## src/rtl/quoted_printable_line_encoder_defines.svh

```systemverilog
// assertion macros for the quoted-printable line encoder
`ifndef QUOTED_PRINTABLE_LINE_ENCODER_DEFINES_SVH
`define QUOTED_PRINTABLE_LINE_ENCODER_DEFINES_SVH
`ifndef SYNTHESIS
// same-cycle implication, sampled on clk_i, off while rst_ni is low
`define QPLE_ASSERT_IMP(lbl, ante, cons, msg) \
  lbl: assert property (@(posedge clk_i) disable iff (!rst_ni) (ante) |-> (cons)) \
    else $error(msg);
// next-cycle implication
`define QPLE_ASSERT_NXT(lbl, ante, cons, msg) \
  lbl: assert property (@(posedge clk_i) disable iff (!rst_ni) (ante) |=> (cons)) \
    else $error(msg);
`else
`define QPLE_ASSERT_IMP(lbl, ante, cons, msg)
`define QPLE_ASSERT_NXT(lbl, ante, cons, msg)
`endif
`endif

```

## src/rtl/qple_pkg.sv

```systemverilog
// shared types and constants of the quoted-printable line encoder
`timescale 1ns / 1ps
`default_nettype none
package qple_pkg;

  localparam int unsigned MaxLine    = 76;
  localparam int unsigned StoreDepth = 128;
  localparam int unsigned AddrW      = $clog2(StoreDepth);

  localparam logic [AddrW-1:0] MaxLineIdx = AddrW'(MaxLine);
  localparam logic [AddrW-1:0] BreakFill  = AddrW'(MaxLine + 2);

  localparam logic [7:0] ChEq  = 8'd61;
  localparam logic [7:0] ChCr  = 8'd13;
  localparam logic [7:0] ChLf  = 8'd10;
  localparam logic [7:0] ChTab = 8'd9;
  localparam logic [7:0] ChSp  = 8'd32;

  typedef enum logic [3:0] {
    StIdle,
    StPush,
    StFlRd,
    StFlXfer,
    StBrRd,
    StBrChk,
    StBkRd,
    StBkXfer,
    StTail,
    StDone
  } qple_state_e;

  typedef struct packed {
    logic load;
    logic push;
    logic idx_inc;
    logic start_flush;
    logic start_brk;
    logic rd_k;
    logic rd_j;
    logic brk_chk;
    logic xfer;
    logic tail;
    logic flush_clr;
    logic commit;
    logic pk_final;
  } qple_cmd_t;

  typedef struct packed {
    logic flush_now;
    logic brk_now;
    logic idx_last;
    logic k_last;
    logic brk_found;
    logic tail_last;
    logic pk_ready;
    logic out_free;
    logic grp_empty;
  } qple_stat_t;

  function automatic logic [7:0] hex_char(input logic [3:0] n);
    hex_char = (n < 4'd10) ? (8'd48 + {4'd0, n}) : (8'd55 + {4'd0, n});
  endfunction

  function automatic logic is_plain(input logic [7:0] b);
    is_plain = (b >= 8'd33 && b <= 8'd60) || (b >= 8'd62 && b <= 8'd126) ||
               b == ChCr || b == ChLf || b == ChTab || b == ChSp;
  endfunction

endpackage
`default_nettype wire

```

## src/rtl/quoted_printable_line_encoder.sv

```systemverilog
// top level of the quoted-printable line encoder
// usage
//   input channel: in_valid_i / in_ready_o carry one text byte with a final mark
//   output channel: out_valid_o / out_ready_i carry groups of up to four bytes,
//   byte_count_o says how many are valid, unused bytes read zero
//   run_end_o marks the last group caused by one request, text_end_o the last
//   group of the whole text; a request that yields no byte gives no group
// timing
//   one request at a time: in_ready_o is high only while the block is idle
//   a plain byte that only lands in the line passes idle, push and done; an escape
//   pushes its three bytes in turn; a flush or a soft break reads the line store
//   one byte at a time through a read and a transfer state (registered read port),
//   a break search uses a read and a check state per byte checked, and the soft-break
//   tail sends = CR LF; a byte transfer waits while a full group cannot leave
// reset
//   the line is emptied; the line store itself is not cleared
// back-pressure
//   a finished group waits in the output register while packing goes on;
//   the next full group stalls the block until out_ready_i takes the first
`timescale 1ns / 1ps
`default_nettype none
`include "quoted_printable_line_encoder_defines.svh"
module quoted_printable_line_encoder (
  input  wire logic       clk_i,
  input  wire logic       rst_ni,
  input  wire logic       in_valid_i,
  output logic            in_ready_o,
  input  wire logic [7:0] text_byte_i,
  input  wire logic       final_byte_i,
  output logic            out_valid_o,
  input  wire logic       out_ready_i,
  output logic [7:0]      byte_a_o,
  output logic [7:0]      byte_b_o,
  output logic [7:0]      byte_c_o,
  output logic [7:0]      byte_d_o,
  output logic [2:0]      byte_count_o,
  output logic            run_end_o,
  output logic            text_end_o
);
  import qple_pkg::*;

  qple_cmd_t  cmd;
  qple_stat_t st;

  // sequencer for push, flush, break search and tail
  qple_ctrl u_ctrl (
    .clk_i      (clk_i),
    .rst_ni     (rst_ni),
    .in_valid_i (in_valid_i),
    .in_ready_o (in_ready_o),
    .st_i       (st),
    .cmd_o      (cmd)
  );

  // line store, counters and output packer
  qple_datapath u_dp (
    .clk_i        (clk_i),
    .rst_ni       (rst_ni),
    .text_byte_i  (text_byte_i),
    .final_byte_i (final_byte_i),
    .cmd_i        (cmd),
    .st_o         (st),
    .out_valid_o  (out_valid_o),
    .out_ready_i  (out_ready_i),
    .byte_a_o     (byte_a_o),
    .byte_b_o     (byte_b_o),
    .byte_c_o     (byte_c_o),
    .byte_d_o     (byte_d_o),
    .byte_count_o (byte_count_o),
    .run_end_o    (run_end_o),
    .text_end_o   (text_end_o)
  );

  // a group always holds between one and four bytes
  `QPLE_ASSERT_IMP(a_count_range, out_valid_o, byte_count_o != 3'd0 && byte_count_o <= 3'd4, "bad byte count")
  // end of text only on the closing group of a request
  `QPLE_ASSERT_IMP(a_text_end_run, out_valid_o && text_end_o, run_end_o, "text end without run end")
  // an accepted request keeps the block busy on the next cycle
  `QPLE_ASSERT_NXT(a_busy_after_req, in_valid_i && in_ready_o, !in_ready_o, "ready right after request")

endmodule
`default_nettype wire

```

## src/rtl/qple_ctrl.sv

```systemverilog
// controller state machine of the quoted-printable line encoder
`timescale 1ns / 1ps
`default_nettype none
module qple_ctrl (
  input  wire logic                clk_i,
  input  wire logic                rst_ni,
  input  wire logic                in_valid_i,
  output logic                     in_ready_o,
  input  wire qple_pkg::qple_stat_t st_i,
  output qple_pkg::qple_cmd_t      cmd_o
);
  import qple_pkg::*;

  qple_state_e state_q, state_d;

  always_ff @(posedge clk_i or negedge rst_ni) begin
    if (!rst_ni) begin
      state_q <= StIdle;
    end else begin
      state_q <= state_d;
    end
  end

  // next state
  always_comb begin
    state_d = state_q;
    case (state_q)
      StIdle: begin
        if (in_valid_i) state_d = StPush;
      end
      StPush: begin
        if (st_i.flush_now) state_d = StFlRd;
        else if (st_i.brk_now) state_d = StBrRd;
        else if (st_i.idx_last) state_d = StDone;
      end
      StFlRd: state_d = StFlXfer;
      StFlXfer: begin
        if (st_i.pk_ready) begin
          if (!st_i.k_last) state_d = StFlRd;
          else if (st_i.idx_last) state_d = StDone;
          else state_d = StPush;
        end
      end
      StBrRd: state_d = StBrChk;
      StBrChk: state_d = st_i.brk_found ? StBkRd : StBrRd;
      StBkRd: state_d = StBkXfer;
      StBkXfer: begin
        if (st_i.pk_ready) state_d = st_i.k_last ? StTail : StBkRd;
      end
      StTail: begin
        if (st_i.pk_ready && st_i.tail_last) state_d = st_i.idx_last ? StDone : StPush;
      end
      StDone: begin
        if (st_i.grp_empty || st_i.out_free) state_d = StIdle;
      end
      default: state_d = StIdle;
    endcase
  end

  // commands
  always_comb begin
    cmd_o      = '0;
    in_ready_o = 1'b0;
    case (state_q)
      StIdle: begin
        in_ready_o = 1'b1;
        cmd_o.load = in_valid_i;
      end
      StPush: begin
        cmd_o.push = 1'b1;
        if (st_i.flush_now) cmd_o.start_flush = 1'b1;
        else if (st_i.brk_now) cmd_o.start_brk = 1'b1;
        else if (!st_i.idx_last) cmd_o.idx_inc = 1'b1;
      end
      StFlRd: cmd_o.rd_k = 1'b1;
      StFlXfer: begin
        if (st_i.pk_ready) begin
          cmd_o.xfer = 1'b1;
          if (st_i.k_last) begin
            cmd_o.flush_clr = 1'b1;
            cmd_o.idx_inc   = !st_i.idx_last;
          end
        end
      end
      StBrRd:  cmd_o.rd_j    = 1'b1;
      StBrChk: cmd_o.brk_chk = 1'b1;
      StBkRd:  cmd_o.rd_k    = 1'b1;
      StBkXfer: cmd_o.xfer   = st_i.pk_ready;
      StTail: begin
        if (st_i.pk_ready) begin
          cmd_o.tail = 1'b1;
          if (st_i.tail_last) begin
            cmd_o.commit  = 1'b1;
            cmd_o.idx_inc = !st_i.idx_last;
          end
        end
      end
      StDone: cmd_o.pk_final = !st_i.grp_empty && st_i.out_free;
      default: cmd_o = '0;
    endcase
  end

endmodule
`default_nettype wire

```

## src/rtl/qple_datapath.sv

```systemverilog
// datapath: item encoding, line store, break search and output packing
`timescale 1ns / 1ps
`default_nettype none
module qple_datapath (
  input  wire logic                clk_i,
  input  wire logic                rst_ni,
  input  wire logic [7:0]          text_byte_i,
  input  wire logic                final_byte_i,
  input  wire qple_pkg::qple_cmd_t cmd_i,
  output qple_pkg::qple_stat_t     st_o,
  output logic                     out_valid_o,
  input  wire logic                out_ready_i,
  output logic [7:0]               byte_a_o,
  output logic [7:0]               byte_b_o,
  output logic [7:0]               byte_c_o,
  output logic [7:0]               byte_d_o,
  output logic [2:0]               byte_count_o,
  output logic                     run_end_o,
  output logic                     text_end_o
);
  import qple_pkg::*;

  // item registers
  logic [7:0]       enc_q [3];
  logic [1:0]       nlast_q, idx_q;
  logic             fin_q;
  // line store as a ring, head_q is the line start
  logic [7:0]       line_store_q [StoreDepth];
  logic [AddrW-1:0] head_q, fill_q, j_q, k_q, lim_q;
  logic [1:0]       t_q;
  logic [7:0]       rd_a_q, rd_b_q;
  // output packer
  logic [7:0]       grp_q [4];
  logic [2:0]       gcnt_q;
  logic             out_valid_q;
  logic [7:0]       out_b_q [4];
  logic [2:0]       out_cnt_q;
  logic             run_end_q, text_end_q;

  logic [7:0]       cur_byte, pk_byte, tail_byte;
  logic             cur_last, pk_push, out_free, ws, esc, in_word, found;
  logic [AddrW-1:0] fill_inc, jn, jsel, addr_a, addr_b;

  assign cur_byte = enc_q[idx_q];
  assign cur_last = fin_q && (idx_q == nlast_q);
  assign fill_inc = fill_q + AddrW'(1);

  // break search step
  assign ws      = (rd_a_q == ChSp) || (rd_a_q == ChTab);
  assign esc     = (j_q >= AddrW'(2)) && (rd_b_q == ChEq);
  assign in_word = !ws && !esc;
  assign jn      = in_word ? (j_q - AddrW'(1)) : j_q;
  assign found   = (jn == '0) || !in_word;
  assign jsel    = (jn == '0) ? MaxLineIdx : jn;

  assign addr_a = head_q + (cmd_i.rd_j ? j_q : k_q);
  assign addr_b = head_q + j_q - AddrW'(2);

  always_comb begin
    case (t_q)
      2'd0:    tail_byte = ChEq;
      2'd1:    tail_byte = ChCr;
      default: tail_byte = ChLf;
    endcase
  end

  assign pk_byte  = cmd_i.tail ? tail_byte : rd_a_q;
  assign pk_push  = cmd_i.xfer | cmd_i.tail;
  assign out_free = !out_valid_q || out_ready_i;

  always_comb begin
    st_o.flush_now = (cur_byte == ChCr) || (cur_byte == ChLf) || cur_last;
    st_o.brk_now   = fill_inc >= BreakFill;
    st_o.idx_last  = idx_q == nlast_q;
    st_o.k_last    = (k_q + AddrW'(1)) == lim_q;
    st_o.brk_found = found;
    st_o.tail_last = t_q == 2'd2;
    st_o.pk_ready  = (gcnt_q != 3'd4) || out_free;
    st_o.out_free  = out_free;
    st_o.grp_empty = gcnt_q == 3'd0;
  end

  // item capture
  always_ff @(posedge clk_i) begin
    if (cmd_i.load) begin
      fin_q <= final_byte_i;
      if (is_plain(text_byte_i)) begin
        enc_q[0] <= text_byte_i;
        nlast_q  <= 2'd0;
      end else begin
        enc_q[0] <= ChEq;
        nlast_q  <= 2'd2;
      end
      enc_q[1] <= hex_char(text_byte_i[7:4]);
      enc_q[2] <= hex_char(text_byte_i[3:0]);
    end
  end

  always_ff @(posedge clk_i or negedge rst_ni) begin
    if (!rst_ni) begin
      idx_q <= '0;
    end else if (cmd_i.load) begin
      idx_q <= '0;
    end else if (cmd_i.idx_inc) begin
      idx_q <= idx_q + 2'd1;
    end
  end

  // line store, the fill stays below the depth since a break trims it first
  always_ff @(posedge clk_i) begin
    if (cmd_i.push) line_store_q[head_q + fill_q] <= cur_byte;
    if (cmd_i.rd_k || cmd_i.rd_j) begin
      rd_a_q <= line_store_q[addr_a];
      rd_b_q <= line_store_q[addr_b];
    end
  end

  always_ff @(posedge clk_i or negedge rst_ni) begin
    if (!rst_ni) begin
      head_q <= '0;
      fill_q <= '0;
      j_q    <= '0;
      k_q    <= '0;
      lim_q  <= '0;
      t_q    <= '0;
    end else begin
      if (cmd_i.push) fill_q <= fill_inc;
      else if (cmd_i.flush_clr) fill_q <= '0;
      else if (cmd_i.commit) fill_q <= fill_q - lim_q;
      if (cmd_i.commit) head_q <= head_q + lim_q;
      if (cmd_i.start_flush) begin
        k_q   <= '0;
        lim_q <= fill_inc;
      end else if (cmd_i.start_brk) begin
        j_q <= fill_q;
      end else if (cmd_i.brk_chk) begin
        j_q <= found ? jsel : jn;
        if (found) begin
          k_q   <= '0;
          lim_q <= jsel + AddrW'(1);
        end
      end else if (cmd_i.xfer) begin
        k_q <= k_q + AddrW'(1);
      end
      if (cmd_i.commit) t_q <= '0;
      else if (cmd_i.tail) t_q <= t_q + 2'd1;
    end
  end

  // packer: a full group is held until the next byte shows it is not the last
  always_ff @(posedge clk_i or negedge rst_ni) begin
    if (!rst_ni) begin
      gcnt_q      <= '0;
      out_valid_q <= 1'b0;
    end else begin
      if (pk_push) begin
        gcnt_q <= (gcnt_q == 3'd4) ? 3'd1 : gcnt_q + 3'd1;
      end else if (cmd_i.pk_final) begin
        gcnt_q <= '0;
      end
      if ((pk_push && gcnt_q == 3'd4) || cmd_i.pk_final) out_valid_q <= 1'b1;
      else if (out_ready_i) out_valid_q <= 1'b0;
    end
  end

  always_ff @(posedge clk_i) begin
    if (pk_push) begin
      if (gcnt_q == 3'd4) grp_q[0] <= pk_byte;
      else grp_q[gcnt_q[1:0]] <= pk_byte;
    end
    if ((pk_push && gcnt_q == 3'd4) || cmd_i.pk_final) begin
      for (int i = 0; i < 4; i++) begin
        out_b_q[i] <= (3'(i) < gcnt_q) ? grp_q[i] : 8'd0;
      end
      out_cnt_q  <= gcnt_q;
      run_end_q  <= cmd_i.pk_final;
      text_end_q <= cmd_i.pk_final && fin_q;
    end
  end

  assign out_valid_o  = out_valid_q;
  assign byte_a_o     = out_b_q[0];
  assign byte_b_o     = out_b_q[1];
  assign byte_c_o     = out_b_q[2];
  assign byte_d_o     = out_b_q[3];
  assign byte_count_o = out_cnt_q;
  assign run_end_o    = run_end_q;
  assign text_end_o   = text_end_q;

endmodule
`default_nettype wire

```

## config.mk

```make
export PLATFORM = sky130hd
export DESIGN_NAME = quoted_printable_line_encoder
export DESIGN_NICKNAME = d
export VERILOG_FILES = /design/src/rtl/qple_pkg.sv /design/src/rtl/quoted_printable_line_encoder.sv /design/src/rtl/qple_ctrl.sv /design/src/rtl/qple_datapath.sv
export VERILOG_INCLUDE_DIRS = /design/src /design/src/rtl
export SDC_FILE = /design/constraint.sdc
export NUM_CORES = 1
export LEC_CHECK = 0
export BUFFER_PORTS_ARGS = -buffer_cell sky130_fd_sc_hd__buf_2
export CAP_MARGIN = 20
export CORE_AREA = 2 2 436 438
export CTS_BUF_LIST = sky130_fd_sc_hd__clkbuf_2 sky130_fd_sc_hd__clkbuf_4 sky130_fd_sc_hd__clkbuf_8
export DETAILED_ROUTE_END_ITERATION = 16
export DIE_AREA = 0 0 438 440
export SYNTH_ARGS = -nofsm -noshare
export SYNTH_HDL_FRONTEND = slang
export SYNTH_SLANG_ARGS = --single-unit
```

## constraint.sdc

```tcl
create_clock -name clk_i -period 10.3 [get_ports clk_i]
set_input_delay 2.06 -clock clk_i [delete_from_list [all_inputs] [get_ports clk_i]]
set_output_delay 2.06 -clock clk_i [all_outputs]
set_load 0.02 [all_outputs]
```

==> results.cfg <==
[synthesis]
syn-mean-instance-area_sq_um = 19.8
synth.top_cells.by_area = edfxtp_1 61%, mux4_2 26%, dfrtp_1 2.1%
yosys_most_used_dff = edfxtp_1
synth.ff_latch_count = 1180
synthesis.instances = 2838
synth_cell_type_count = 67
yosys-top-cells-count = 1133 x edfxtp_1, 656 x mux4_2, 184 x nor2_1
synth-edff-count = 1133
postSynthNetCount = 2909
synth_largest_type_area_fraction_pct = 60.6
syn_area_sq_um = 56100
yosysSeqAreaShare_pct = 62.7
yosysWarningCount = 0
synth_largest_area_cell = edfxtp_1
asyncSetResetFlopFracSynth_pct = 3.98
yosysMostFrequentCell = edfxtp_1

[setup_path]
worstPathArrival_ns = 6.64
worst-path-max-fanout = 95
timing.critical_path.max_delay_family = multiplexers
worst-setup-path-type = reg2reg
r2r_cells = 10
critical_path_cell_count = 10
cpMaxStageDelayCell = fa_4
critical_path.startpoint = u_ctrl.state_q[0]$_DFFE_PN0P_
cp_cell_sequence = nor4b_4, mux2_2, ha_4, inv_1, fa_4, buf_12, mux4_2, mux4_2, mux4_1, mux2_2
worst_setup_path_start_kind = flop
critPathCaptureType = flop
crit-reg2reg-launch = u_ctrl.state_q[0]$_DFFE_PN0P_
cp_slowest_stage_delay_ns = 1.33
rr_endpoint = u_dp.rd_a_q[3]$_DFFE_PP_
r2r_setup_slack_ns = 4.34
critical_path.n_buffers_inverters = 2
timing.critical_path.required_ns = 10.98
endpoint = u_dp.rd_a_q[3]$_DFFE_PP_

[sta]
minimum_clock_period_ns = 5.96
worst_slew_margin_rel_pct = 20.5
timing_max_transition_violations_final = 0
final-hold-violation-count = 0
grt_setup_unrepaired = no
worst-slew-pin-transition_ns = 1.19
fin_setup_tns_ns = 0
min_period_over_period_pct = 57.9
setup_viol = 0
clock_skew_ns = 0.0545
max_freq_mhz = 168

[clock_network]
cts.sink_count = 1180
worst_skew_pair.late_latency_ns = 0.94
clkSlewWorstSetupHoldPaths_ns = 0.06
postCtsResizedCells = 0
numCtsBuffers = 195
tritoncts = built
ctsRootBufferMaster = clkbuf_8
post_cts_setup_repair_buffer_count = 0
holdBufCountCts = 0
clock_tree.htree_level_count = 4
clk_path_buf_depth = 3

[placed_design]
dp.cells = 5300
gp_congestion = 0.839
dpl_cell_area_sq_um = 59700
io_buffer_count = 51
place_hpwl_mm = 101

[floorplanning]
number_of_rows_created_at_floorplan = 160
design.die.area_sq_um = 193000
fp.coreArea_sq_um = 189000
pin_count = 52
floorplan.die.width_um = 438
die_h_um = 440
initial_utilization_pct = 29.8

[grt]
grt_start_max_net_pins = 119
grt_pass1_wl_mm = 233
grt_antenna_before_repair = 7
use_met2_pct = 26.1
total_grt_overflow = 0
grtUsageTotal_pct = 16.8
top_usage_layer = met2
grt_pass1_vias = 30838
globalRouteMet3Util_pct = 4.17
gr-usage-met1_pct = 22.5

[cells_and_area]
num-fill-cells = 17709
fraction_of_layout_cells_with_a_size_suffix_above_1_pct = 36.6
finish.net_count = 3063
design_area_sq_um = 63600
final-instance-count-excl-fill = 5659
area_delta_synth_final_pct = 13.4

[run_status]
outcome = completed

[routing]
drt_pass1_iterations = 7
total_number_of_vias = 31325
detail_route.vias_per_cell = 5.54
routedWlPerCell_um = 28.8
post-route-drc-count = 0
postRouteAntennaNets = 0
routed_wirelength_mm = 163
detailedRoute.firstIterationViolations = 3843

[min_path]
timing.hold.worst.start = u_dp.grp_q[1][4]$_DFFE_PP_
min-delay-path-class = reg2reg

[flow_run]
maxCapViolCount = 0
==> through the flow <==
stage	hold slack, ns	setup WS, ns	util, %
after global placement	0.510	4.18	31.6
final	0.525	4.34	33.7
after detailed placement	0.511	4.38	31.6
after global routing	0.545	4.21	33.7
after floorplan	0.449	2.68	-
after CTS	0.530	4.38	33.7
==> logic make-up after synthesis <==
| group | after synthesis | synth area share (%) |
|---|---|---|
| flops | 1180 | 62.7 |
| fa+ha+maj | 58 | 1.36 |
| simple gates | 419 | 3.45 |
| buf+inv | 240 | 1.78 |
| xor+xnor | 66 | 1.13 |
| mux | 706 | 27.7 |
| compound gates | 169 | 1.81 |
==> cell type report <==
| class | count | area (sq um) | share of cell area (%) |
|---|---|---|---|
| diodes | 3 | 7.51 | 0.0118 |
| clock inverters | 96 | 663 | 1.04 |
| repair buffers | 132 | 1020 | 1.60 |
| flip-flops and latches | 1180 | 35200 | 55.3 |
| inverters | 65 | 246 | 0.387 |
| clock buffers | 254 | 3160 | 4.96 |
| multi-input cells | 1418 | 20200 | 31.7 |
| well taps | 2511 | 3140 | 4.94 |
==> cells in the final DEF, fill, tap and decap left out, types with 51 or more instances in the layout <==
master	netlist	layout
buf_2	64	51
buf_4	1	65
clkbuf_4	0	54
clkbuf_8	0	200
clkinv_1	0	55
edfxtp_1	1133	1133
inv_1	65	64
mux4_2	656	656
nand2_1	86	86
nor2_1	184	169
==> flip-flops by register name, indices dropped and copies added, names as in the netlist, 8 cells and up <==
register / flops
u_dp.rd_a_q: 8
u_dp.grp_q: 32
u_dp.rd_b_q: 8
u_dp.enc_q: 22
u_dp.out_b_q: 32
u_dp.line_store_q: 1024
==> metal layers <==
layer / vias up / routed length [um] / share of wire (%)
met2: 1965 / 76500 / 47
met4: 6 / 6200 / 3.8
met5: - / 45 / 0.028
met3: 322 / 16400 / 10
li1: 12409 / - / -
met1: 16623 / 64100 / 39
==> worst min-delay path by stage <==
stage               cells after the start                                to  slack [ns]
floorplan                               0    u_dp.byte_count_o[1]$_DFFE_PP_        0.45
global placement                        1  u_dp.out_b_q[3][0]$_SDFFCE_PN0P_        0.51
detailed placement                      1  u_dp.out_b_q[3][7]$_SDFFCE_PN0P_        0.51
CTS                                     1  u_dp.out_b_q[1][4]$_SDFFCE_PP0P_        0.53
global route                            1  u_dp.out_b_q[3][0]$_SDFFCE_PN0P_        0.54
finish                                  1  u_dp.out_b_q[1][4]$_SDFFCE_PP0P_        0.52
Power is not shown: default switching activity piles up to over one toggle a cycle in this logic, so the estimate is an artifact.
